==> config.mk <==
export PLATFORM = sky130hd
export DESIGN_NAME = utf8_decode_validate_top
export DESIGN_NICKNAME = d
export VERILOG_FILES = /design/src/design/utf8dv_pkg.sv /design/src/design/utf8dv_front.sv /design/src/design/utf8dv_queue.sv /design/src/design/utf8dv_back.sv /design/src/design/utf8_decode_validate_top.sv
export SDC_FILE = /design/constraint.sdc
export NUM_CORES = 1
export LEC_CHECK = 0
export BUFFER_PORTS_ARGS = -buffer_cell sky130_fd_sc_hd__buf_4
export CORE_ASPECT_RATIO = 2
export CORE_MARGIN = 3
export CORE_UTILIZATION = 50
export CTS_BUF_LIST = sky130_fd_sc_hd__clkbuf_2
export CTS_CLUSTER_SIZE = 16
export DETAILED_ROUTE_END_ITERATION = 10
export GPL_ROUTABILITY_DRIVEN = 0
export GPL_TIMING_DRIVEN = 0
export PLACE_DENSITY = 0.68
export SLEW_MARGIN = 20
export SYNTH_ARGS = -nofsm -noshare
export SYNTH_HDL_FRONTEND = slang
export SYNTH_SLANG_ARGS = --single-unit
==> constraint.sdc <==
create_clock -name clk -period 12.26 [get_ports clk]
set_input_delay 1.839 -clock clk [delete_from_list [all_inputs] [get_ports clk]]
set_output_delay 1.839 -clock clk [all_outputs]
set_load 0.02 [all_outputs]
==> src/design/utf8dv_pkg.sv <==
// Shared types and constants for the UTF-8 decoder/validator.
// No dependencies.
package utf8dv_pkg;

	localparam int unsigned CountW = 16;
	localparam int unsigned CpW    = 21;
	localparam int unsigned QDepth = 4;
	localparam int unsigned QAw    = 2;

	// verdict codes
	localparam logic [2:0] ST_OK       = 3'd0;
	localparam logic [2:0] ST_BAD_LEAD = 3'd1;
	localparam logic [2:0] ST_BAD_CONT = 3'd2;
	localparam logic [2:0] ST_TRUNC    = 3'd3;
	localparam logic [2:0] ST_RANGE    = 3'd4;

	// byte classes
	localparam logic [2:0] CLS_ASCII = 3'd0;
	localparam logic [2:0] CLS_LEAD2 = 3'd1;
	localparam logic [2:0] CLS_LEAD3 = 3'd2;
	localparam logic [2:0] CLS_LEAD4 = 3'd3;
	localparam logic [2:0] CLS_CONT  = 3'd4;
	localparam logic [2:0] CLS_BAD   = 3'd5;

	// register indexes
	localparam logic [1:0] REG_STRICT = 2'd0;
	localparam logic [1:0] REG_BOM    = 2'd1;

	typedef struct packed {
		logic [7:0] data;
		logic [2:0] cls;
		logic       last;
	} item_t;

	typedef struct packed {
		logic [CpW-1:0]    cp;
		logic              rdy;
		logic [2:0]        status;
		logic              done;
		logic [CountW-1:0] count;
	} result_t;

endpackage

==> src/design/utf8dv_front.sv <==
// Front end: takes input words and tags each byte with its class.
// Depends on utf8dv_pkg.
module utf8dv_front import utf8dv_pkg::*; (
	input  logic       push,
	input  logic [7:0] data_byte,
	input  logic       last_byte,
	input  logic       q_full,
	output logic       wr_en,
	output item_t      wr_item
);

	logic [2:0] cls;

	always_comb begin
		if (data_byte[7] == 1'b0) begin
			cls = CLS_ASCII;
		end else if (data_byte[7:6] == 2'b10) begin
			cls = CLS_CONT;
		end else if (data_byte[7:5] == 3'b110) begin
			cls = CLS_LEAD2;
		end else if (data_byte[7:4] == 4'b1110) begin
			cls = CLS_LEAD3;
		end else if (data_byte[7:3] == 5'b11110) begin
			cls = CLS_LEAD4;
		end else begin
			cls = CLS_BAD;
		end
	end

	assign wr_en        = push && !q_full;
	assign wr_item.data = data_byte;
	assign wr_item.cls  = cls;
	assign wr_item.last = last_byte;

endmodule

==> src/design/utf8dv_queue.sv <==
// Short queue of classified bytes between front and back.
// Depends on utf8dv_pkg.
module utf8dv_queue import utf8dv_pkg::*; (
	input  logic  clk,
	input  logic  arst_n,
	input  logic  wr_en,
	input  item_t wr_item,
	output logic  full,
	input  logic  rd_en,
	output item_t rd_item,
	output logic  empty
);

	item_t          mem_q [QDepth];
	logic [QAw-1:0] wr_ptr_q;
	logic [QAw-1:0] rd_ptr_q;
	logic [QAw:0]   cnt_q;

	assign full    = (cnt_q == (QAw+1)'(QDepth));
	assign empty   = (cnt_q == '0);
	assign rd_item = mem_q[rd_ptr_q];

	always_ff @(posedge clk) begin
		if (wr_en) begin
			mem_q[wr_ptr_q] <= wr_item;
		end
	end

	always_ff @(posedge clk or negedge arst_n) begin
		if (!arst_n) begin
			wr_ptr_q <= '0;
			rd_ptr_q <= '0;
			cnt_q    <= '0;
		end else begin
			if (wr_en) begin
				wr_ptr_q <= wr_ptr_q + 1'b1;
			end
			if (rd_en) begin
				rd_ptr_q <= rd_ptr_q + 1'b1;
			end
			if (wr_en && !rd_en) begin
				cnt_q <= cnt_q + 1'b1;
			end else if (rd_en && !wr_en) begin
				cnt_q <= cnt_q - 1'b1;
			end
		end
	end

endmodule

==> src/design/utf8dv_back.sv <==
// Back end: decoder state, checks, config registers and result buffer.
// Depends on utf8dv_pkg.
module utf8dv_back import utf8dv_pkg::*; (
	input  logic       clk,
	input  logic       arst_n,
	input  logic       item_valid,
	input  item_t      item,
	output logic       item_take,
	input  logic       cfg_we,
	input  logic [1:0] cfg_index,
	input  logic       cfg_data,
	input  logic       pop,
	output logic       empty,
	output result_t    res
);

	logic              strict_q;
	logic              bom_q;
	logic [1:0]        pend_q;
	logic [CpW-1:0]    acc_q;
	logic [2:0]        len_q;
	logic              start_q;
	logic [2:0]        err_q;
	logic [CountW-1:0] cnt_q;

	logic [1:0]        pend_n;
	logic [CpW-1:0]    acc_n;
	logic [2:0]        len_n;
	logic              start_n;
	logic [2:0]        err_n;
	logic [CountW-1:0] cnt_n;
	logic              complete;
	logic              ready;
	logic              in_rng;
	logic              is_bom;
	logic              emit;
	result_t           res_n;

	result_t           ob_q [2];
	logic              ob_wp_q;
	logic              ob_rp_q;
	logic [1:0]        ob_cnt_q;
	logic              pop_fire;
	logic              ob_we;

	assign pop_fire  = pop && !empty;
	assign empty     = (ob_cnt_q == 2'd0);
	assign res       = ob_q[ob_rp_q];
	assign item_take = item_valid && (ob_cnt_q != 2'd2 || pop_fire);
	assign ob_we     = item_take && emit;

	always_comb begin
		pend_n   = pend_q;
		acc_n    = acc_q;
		len_n    = len_q;
		start_n  = start_q;
		err_n    = err_q;
		cnt_n    = cnt_q;
		complete = 1'b0;
		ready    = 1'b0;
		in_rng   = 1'b1;
		is_bom   = 1'b0;
		res_n.cp = '0;

		if (err_q == ST_OK) begin
			if (pend_q == 2'd0) begin
				case (item.cls)
					CLS_ASCII: begin
						acc_n    = CpW'(item.data);
						len_n    = 3'd1;
						complete = 1'b1;
					end
					CLS_LEAD2: begin
						acc_n  = CpW'(item.data[4:0]);
						len_n  = 3'd2;
						pend_n = 2'd1;
					end
					CLS_LEAD3: begin
						acc_n  = CpW'(item.data[3:0]);
						len_n  = 3'd3;
						pend_n = 2'd2;
					end
					CLS_LEAD4: begin
						acc_n  = CpW'(item.data[2:0]);
						len_n  = 3'd4;
						pend_n = 2'd3;
					end
					default: begin
						err_n = ST_BAD_LEAD;
					end
				endcase
			end else if (strict_q && item.data[7:6] != 2'b10) begin
				err_n = ST_BAD_CONT;
			end else begin
				acc_n  = {acc_q[CpW-7:0], item.data[5:0]};
				pend_n = pend_q - 2'd1;
				complete = (pend_q == 2'd1);
			end

			if (complete) begin
				case (len_n)
					3'd2:    in_rng = acc_n inside {[21'h80 : 21'h7ff]};
					3'd3:    in_rng = acc_n inside {[21'h800 : 21'hffff]};
					3'd4:    in_rng = acc_n inside {[21'h10000 : 21'h10ffff]};
					default: in_rng = 1'b1;
				endcase
				is_bom = bom_q && start_q && len_n == 3'd3 && acc_n == 21'hfeff;
				if (strict_q && !in_rng) begin
					err_n = ST_RANGE;
				end else if (is_bom) begin
					start_n = 1'b0;
				end else begin
					ready    = 1'b1;
					res_n.cp = acc_n;
					start_n  = 1'b0;
					if (cnt_q != {CountW{1'b1}}) begin
						cnt_n = cnt_q + 1'b1;
					end
				end
				acc_n = '0;
				len_n = '0;
			end
			if (err_n != ST_OK) begin
				pend_n = '0;
				acc_n  = '0;
				len_n  = '0;
			end
		end

		// final byte inside an unfinished character
		if (item.last && err_n == ST_OK && pend_n != 2'd0) begin
			err_n = ST_TRUNC;
		end

		emit         = ready || item.last;
		res_n.rdy    = ready;
		res_n.status = item.last ? err_n : ST_OK;
		res_n.done   = item.last;
		res_n.count  = cnt_n;

		// end of string: drop all string state
		if (item.last) begin
			pend_n  = '0;
			acc_n   = '0;
			len_n   = '0;
			start_n = 1'b1;
			err_n   = ST_OK;
			cnt_n   = '0;
		end
	end

	always_ff @(posedge clk) begin
		if (ob_we) begin
			ob_q[ob_wp_q] <= res_n;
		end
	end

	always_ff @(posedge clk or negedge arst_n) begin
		if (!arst_n) begin
			strict_q <= 1'b1;
			bom_q    <= 1'b1;
			pend_q   <= '0;
			acc_q    <= '0;
			len_q    <= '0;
			start_q  <= 1'b1;
			err_q    <= ST_OK;
			cnt_q    <= '0;
			ob_wp_q  <= 1'b0;
			ob_rp_q  <= 1'b0;
			ob_cnt_q <= '0;
		end else begin
			if (cfg_we && cfg_index == REG_STRICT) begin
				strict_q <= cfg_data;
			end
			if (cfg_we && cfg_index == REG_BOM) begin
				bom_q <= cfg_data;
			end
			if (item_take) begin
				pend_q  <= pend_n;
				acc_q   <= acc_n;
				len_q   <= len_n;
				start_q <= start_n;
				err_q   <= err_n;
				cnt_q   <= cnt_n;
			end
			if (ob_we) begin
				ob_wp_q <= ~ob_wp_q;
			end
			if (pop_fire) begin
				ob_rp_q <= ~ob_rp_q;
			end
			if (ob_we && !pop_fire) begin
				ob_cnt_q <= ob_cnt_q + 2'd1;
			end else if (pop_fire && !ob_we) begin
				ob_cnt_q <= ob_cnt_q - 2'd1;
			end
		end
	end

endmodule

==> src/design/utf8_decode_validate_top.sv <==
// Top level of the UTF-8 decoder/validator.
// Depends on utf8dv_pkg, utf8dv_front, utf8dv_queue and utf8dv_back.
//
// Usage:
//  Input channel: a queue write. Drive data_byte/last_byte and raise push;
//  the word is taken on an edge where push is high and full is low.
//  last_byte marks the final byte of a string.
//  Result channel: a queue read. While empty is low the oldest result sits on
//  code_point/char_ready/status/done_res/char_count; raise pop to take it.
//  A byte yields a result when it completes an accepted character (no skipped
//  BOM, no strict range error), when it is the final byte, or both; others none.
//  Config channel: cfg_valid/cfg_ready with cfg_index (0 strict_mode,
//  1 skip_bom) and cfg_data; cfg_ready is always high. Write only while idle.
//  A taken byte is registered in the byte queue, then its result in the result buffer.
//  Throughput: one byte per cycle while the result buffer has room, set by the
//  back-end decode update; front and back are parted by a 4-word byte queue.
//  Stall: when pop stays low the 2-word result buffer fills, then the byte
//  queue fills and full rises; nothing is lost.
//  Reset: arst_n clears all string state and queues; strict_mode and
//  skip_bom return to 1.
module utf8_decode_validate_top import utf8dv_pkg::*; (
	input  logic              clk,
	input  logic              arst_n,
	input  logic              push,
	output logic              full,
	input  logic [7:0]        data_byte,
	input  logic              last_byte,
	output logic              empty,
	input  logic              pop,
	output logic [CpW-1:0]    code_point,
	output logic              char_ready,
	output logic [2:0]        status,
	output logic              done_res,
	output logic [CountW-1:0] char_count,
	input  logic              cfg_valid,
	output logic              cfg_ready,
	input  logic [1:0]        cfg_index,
	input  logic              cfg_data
);

	logic    q_wr;
	item_t   q_wr_item;
	logic    q_full;
	logic    q_rd;
	item_t   q_rd_item;
	logic    q_empty;
	result_t res;

	assign cfg_ready = 1'b1;
	assign full      = q_full;

	// classify incoming bytes
	utf8dv_front u_front (
		.push      (push),
		.data_byte (data_byte),
		.last_byte (last_byte),
		.q_full    (q_full),
		.wr_en     (q_wr),
		.wr_item   (q_wr_item)
	);

	// hold classified bytes until the back end takes them
	utf8dv_queue u_queue (
		.clk     (clk),
		.arst_n  (arst_n),
		.wr_en   (q_wr),
		.wr_item (q_wr_item),
		.full    (q_full),
		.rd_en   (q_rd),
		.rd_item (q_rd_item),
		.empty   (q_empty)
	);

	// decode, check and buffer results
	utf8dv_back u_back (
		.clk        (clk),
		.arst_n     (arst_n),
		.item_valid (!q_empty),
		.item       (q_rd_item),
		.item_take  (q_rd),
		.cfg_we     (cfg_valid && cfg_ready),
		.cfg_index  (cfg_index),
		.cfg_data   (cfg_data),
		.pop        (pop),
		.empty      (empty),
		.res        (res)
	);

	assign code_point = res.cp;
	assign char_ready = res.rdy;
	assign status     = res.status;
	assign done_res   = res.done;
	assign char_count = res.count;

endmodule

# Yosys cells after proc, flatten, opt, wreduce, memory -nomap -nowiden
# Memory sizes are Yosys's and may differ from the RTL's.
# Cells that the tools add are included.
[classes]
addsub = 8
mul = 0
n_div = 0
magnitude_cmp = 6
n_eq_ne = 18
shift = 0
n_mux = 69
bitwise_logic = 2
reduce_logical = 46
[ops]
columns = ["cell", "n"]
rows = [
  ["21-bit two-way mux", 11],
  ["16-bit two-way mux", 6],
  ["21-bit case mux with 4 select lines", 1],
  ["3-bit two-way mux", 23],
  ["21-bit by 16-bit == test with 1-bit output (second input constant)", 1],
  ["21-bit by 12-bit greater-or-equal comparator with 1-bit output (second input constant)", 1],
  ["21-bit by 17-bit greater-or-equal comparator with 1-bit output (second input constant)", 1],
  ["21-bit by 8-bit greater-or-equal comparator with 1-bit output (second input constant)", 1],
  ["21-bit by 11-bit <= comparator with 1-bit output (second input constant)", 1],
  ["21-bit by 16-bit <= comparator with 1-bit output (second input constant)", 1],
  ["21-bit <= comparator (second input constant)", 1],
  ["1-bit logical AND", 20],
  ["1-bit two-way mux", 18],
  ["16-bit by 1-bit adder with 16-bit output (second input constant)", 1],
  ["16-bit inequality test (second input constant)", 1],
  ["2-bit two-way mux", 7],
  ["3-bit by 2-bit == test with 1-bit output (second input constant)", 4],
  ["3-bit logical NOT", 4],
  ["3-bit case mux with 4 select lines", 1],
  ["2-bit nonzero test", 5],
  ["3-bit == test (second input constant)", 3],
  ["1-bit logical NOT", 8],
  ["2-bit by 1-bit adder with 2-bit output (second input constant)", 3],
  ["2-bit logical NOT", 3],
  ["other kinds (18)", 23],
]
[totals]
regBits = 59
latchBits = 0
ram_bits = 132
romBits = 0
in_bits = 17
elab_cells = 165
memories = 2
[memory_table]
columns = ["memory", "depth", "word_bits", "read_ports", "rd_ports_with_merged_regs", "wr", "line", "text"]
rows = [
  ["u_back.ob_q", 2, 42, 1, 0, 1, "utf8dv_back.sv:39", "result_t ob_q [2];"],
  ["u_queue.mem_q", 4, 12, 1, 0, 1, "utf8dv_queue.sv:14", "item_t mem_q [QDepth];"],
]

# Longest topological paths before layout
# An unclocked memory read counts as a cell.
[depth]
word_depth = 23
ltp_mapped = 17

# By module
# From an unflattened synthesis, not the netlist that was laid out.
[unflattened]
cells_unflattened = 706
hier_area_um2 = 9143.8
[modules_own_cells]
columns = ["module", "n_inst", "cells_each", "area_per_inst_um2", "seq_area_each_um2"]
rows = [
  ["utf8dv_back", 1, 589, 6866.6, 3827.4],
  ["utf8dv_queue", 1, 97, 2153.3, 1616.6],
  ["utf8dv_front", 1, 17, 108.9, 0.0],
  ["utf8_decode_validate_top", 1, 3, 15.0, 0.0],
]

# Worst setup path after synthesis
# Ideal clock, no wire load.
[synth_timing]
kind = "in2reg"
startpoint = "input port pop"
endpoint = "memory u_back.ob_q[0][0] (netlist name), enable pin"
t_arrival_ns = 4.601
required_time_ns = 11.814
path_slack_ns = 7.213
stages = 5
cell_sequence = "o32a_1 clkbuf_1 clkinv_1 a21oi_1 nor2b_1"
[synth_between]
elab_chain_cells = 6
[synth_rtl]
columns = ["element", "line", "text"]
rows = [
  ["start: declaration", "utf8_decode_validate_top.sv:29", "input logic pop,"],
  ["1-bit logical AND", "utf8dv_back.sv:46", "assign pop_fire = pop && !empty;"],
  ["1-bit logical OR", "utf8dv_back.sv:49", "assign item_take = item_valid && (ob_cnt_q != 2'd2 || pop_fire);"],
  ["1-bit logical AND", "utf8dv_back.sv:49", ""],
  ["1-bit logical AND", "utf8dv_back.sv:50", "assign ob_we = item_take && emit;"],
  ["1-bit two-way mux", "utf8dv_back.sv:153", "if (ob_we) begin"],
  ["1-bit two-way mux (not written as such)", "utf8dv_back.sv:154", "ob_q[ob_wp_q] <= res_n;"],
  ["end: declaration", "utf8dv_back.sv:39", ""],
]
# No other way between the ends.

# Worst setup path after layout
[layout_timing]
startpoint = "register u_back.ob_rp_q"
endpoint = "output port status[1]"
[layout_between]
elab_chain_cells = 1
[layout_rtl]
columns = ["element", "line", "text"]
rows = [
  ["start: declaration", "utf8dv_back.sv:41", "logic ob_rp_q;"],
  ["start signal: assignment", "utf8dv_back.sv:190", "ob_rp_q <= ~ob_rp_q;"],
  ["memory 2 x 42 bit", "-", ""],
  ["end: declaration", "utf8_decode_validate_top.sv:32", "output logic [2:0] status,"],
]
# No other way between the ends.

==> impl_metrics.json <==
{
  "cts_tree": "built",
  "required_ns": 10.42,
  "postCtsSetupBuffers": 0,
  "dr.first_iter.drc_count": 347,
  "cts_sinks": 191,
  "synth-seq-cells": 191,
  "fin_nets": 788,
  "crit_start": "u_back.ob_rp_q",
  "end_kind": "output port",
  "ctsResizeCount": 0,
  "dieArea_um2": 19500,
  "grt-ovfl-total": 0,
  "route.detailed.drc": 0,
  "r2r-start": "u_back.pend_q[0]",
  "wire_per_inst_um": 19.7,
  "skew_ns": 0.0463,
  "fin_ws_ns": 7.85,
  "worstHoldPathType": "reg -> reg",
  "fp.dieH_um": 195,
  "hpwlAfterDp_um": 14000,
  "vdd_drop_max_mv": 0.117,
  "drive_gt1_share_pct": 23.9,
  "synth_flop_cell": "edfxtp_1",
  "syn-num-nets": 707,
  "p_per_area_nw_per_um2": 273,
  "max_slew_margin_pct": 46.8,
  "fin_util_pct": 57.1,
  "crit_fanout": 10,
  "ys.warnings.count": 0,
  "ff2ff_setup_slack_ns": 7.89,
  "grt_pass1_wl_um": 31600,
  "avgSynthCellArea_um2": 13.1,
  "initial_core_util_pct": 51.3,
  "first_pass_iters": 7,
  "min_path_cells": 1,
  "hold_violations": 0,
  "core-area_um2": 17400,
  "yosys.cell_types.count": 75,
  "htreeDepth": 4,
  "cp-start-kind": "register",
  "cts-buffers-inserted": 17,
  "cap_violations": 0,
  "synthCells": 680,
  "r2r-end": "u_back.ob_q[0][34]",
  "cp.arrival_ns": 2.57,
  "core.rowCount": 68,
  "dp_cells": 952,
  "mostFrequentLayoutCell": "edfxtp_1",
  "fillCellCount": 1457,
  "cts-hold-fix-buffers": 0,
  "gr-usage-all-layers_pct": 20.6,
  "min_from": "u_queue.cnt_q[2]",
  "cts_root_buf": "clkbuf_2",
  "status": "finished clean",
  "die_x_um": 100,
  "mostFrequentLayoutCells": "132 x edfxtp_1, 63 x buf_4, 56 x dfrtp_1, 52 x nor2_1",
  "ff2ff_path_depth": 14,
  "clock_latency_ns": 0.76,
  "drv_slew": 0,
  "syn_to_final_growth_pct": 11.3,
  "clkTransAtPathRegs_ns": 0.28,
  "syn_area_um2": 8900,
  "max_freq_mhz": 227,
  "finalCritPeriodShare_pct": 36.0,
  "portBuffers": 60,
  "num_vias": 5911,
  "antenna_found_initial": 1,
  "final.setup.tns_ns": 0,
  "place_ws_ns": 7.72,
  "hold_path_end": "u_queue.cnt_q[2]",
  "final_cells": 985,
  "ys_seq_area_share_pct": 61.2,
  "leakage_nw": 3.76,
  "setup_viol_count_final": 0,
  "worstMarginPinSlew_ns": 0.798,
  "num_io_pins": 62,
  "rsz0062_at_grt": "no",
  "wl_um": 19400,
  "async_flop_share_pct": 30.9,
  "avgViaCountPerCell": 6.00,
  "synth_edf_count": 132,
  "grt_pass1_vias": 6234,
  "worst-setup-path-type": "reg -> out",
  "fin_total_pwr_w": 0.00271,
  "ant_nets": 0,
  "ctsLongestPathBuffers": 2,
  "grt_max_degree": 60,
  "fin_crit_ns": 4.41
}
logic make-up after synthesis:
logic type	share of synthesized area [%]
AO/OA/AOI/OAI	11.0
XOR/XNOR	2.36
adder cells (fa/ha/maj)	1.49
buffers and inverters	3.01
flip-flops	61.2
multiplexers	9.88
other	0.0421
AND/OR/NAND/NOR	11.0
per-layer routing:
metal / GRT usage (%) / wire (um) / up-vias
met2: 37.4 / 10700 / 189
li1: - / - / 2750
met3: 3.23 / 725 / 44
met5: 0 / 0 / -
met4: 10.2 / 728 / 0
met1: 22.7 / 7170 / 2928
synthesized netlist by cell type (8+ instances only):
cell type | n | area, um2
ha_1 | 9 | 113
edfxtp_1 | 132 | 3960
xnor2_1 | 9 | 78.8
mux2i_1 | 8 | 80.1
clkbuf_1 | 21 | 78.8
nor2_1 | 52 | 195
nor4_1 | 8 | 50.1
and3_1 | 10 | 62.6
xor2_1 | 15 | 131
mux4_2 | 11 | 248
o21ai_0 | 22 | 110
nand2_1 | 49 | 184
a22o_1 | 17 | 149
a22oi_1 | 13 | 97.6
dfrtp_1 | 56 | 1400
mux2_2 | 49 | 552
a21oi_1 | 20 | 100
nand3_1 | 12 | 60.1
inv_1 | 14 | 52.6
nor3_1 | 12 | 60.1
area by class of cell:
type / count / area (um2) / share of cell area, %
repair buffers: 62 / 490 / 4.95
flip-flops and latches: 191 / 5440 / 55.0
inverters: 17 / 63.8 / 0.644
clock buffers: 17 / 85.1 / 0.859
clock inverters: 15 / 145 / 1.47
diodes: 1 / 2.50 / 0.0253
plain buffers: 41 / 204 / 2.06
well taps: 210 / 263 / 2.65
multi-input cells: 431 / 3200 / 32.4
power breakdown:
| group | switching [W] | leakage [nW] | internal, W |
|---|---|---|---|
| registers | 0.0000843 | 2.04 | 0.000956 |
| logic | 0.000847 | 1.58 | 0.000510 |
| clock network | 0.000229 | 0.147 | 0.0000815 |
| total | 0.00116 | 3.76 | 0.00155 |
how the worst max path moves through the flow:
| stage | endpoint | slack [ns] | depth (start not counted) |
|---|---|---|---|
| 2_1_floorplan | u_back.ob_q[0][0] | 7.21 | 5 |
| 3_3_place_gp | u_back.ob_q[0][34] | 5.78 | 11 |
| 3_5_place_dp | u_back.acc_q[11] | 7.72 | 9 |
| 4_1_cts | status[1] | 7.73 | 4 |
| 5_1_grt | u_back.ob_q[0][34] | 7.60 | 14 |
| 6_report | status[1] | 7.85 | 4 |
per-stage QoR:
| step | hold slack, ns | instance area (um2) |
|---|---|---|
| after detailed placement | 0.489 | 9660 |
| after global routing | 0.556 | 9900 |
| after floorplan | 0.455 | 8900 |
| final | 0.517 | 9900 |
| after global placement | 0.468 | 9610 |
| after CTS | 0.520 | 9890 |
flip-flops by register name (all words and copies together) (netlist names):
register	count
u_back.ob_rp_q	1
u_back.strict_q	1
u_back.pend_q	2
u_back.len_q	3
u_back.cnt_q	16
u_queue.cnt_q	3
u_back.start_q	1
u_back.ob_cnt_q	2
u_back.ob_q	84
u_back.ob_wp_q	1
u_back.acc_q	21
u_queue.mem_q	48
u_back.bom_q	1
u_queue.rd_ptr_q	2
u_back.err_q	3
u_queue.wr_ptr_q	2
worst max-delay path: stages, from the launching register on:
cell and delay, ns:
dfrtp_1 0.39, clkbuf_1 0.26, clkbuf_1 0.58, mux2_2 0.43, buf_4 0.16
Note: power is estimated with default switching activity, not from simulation.
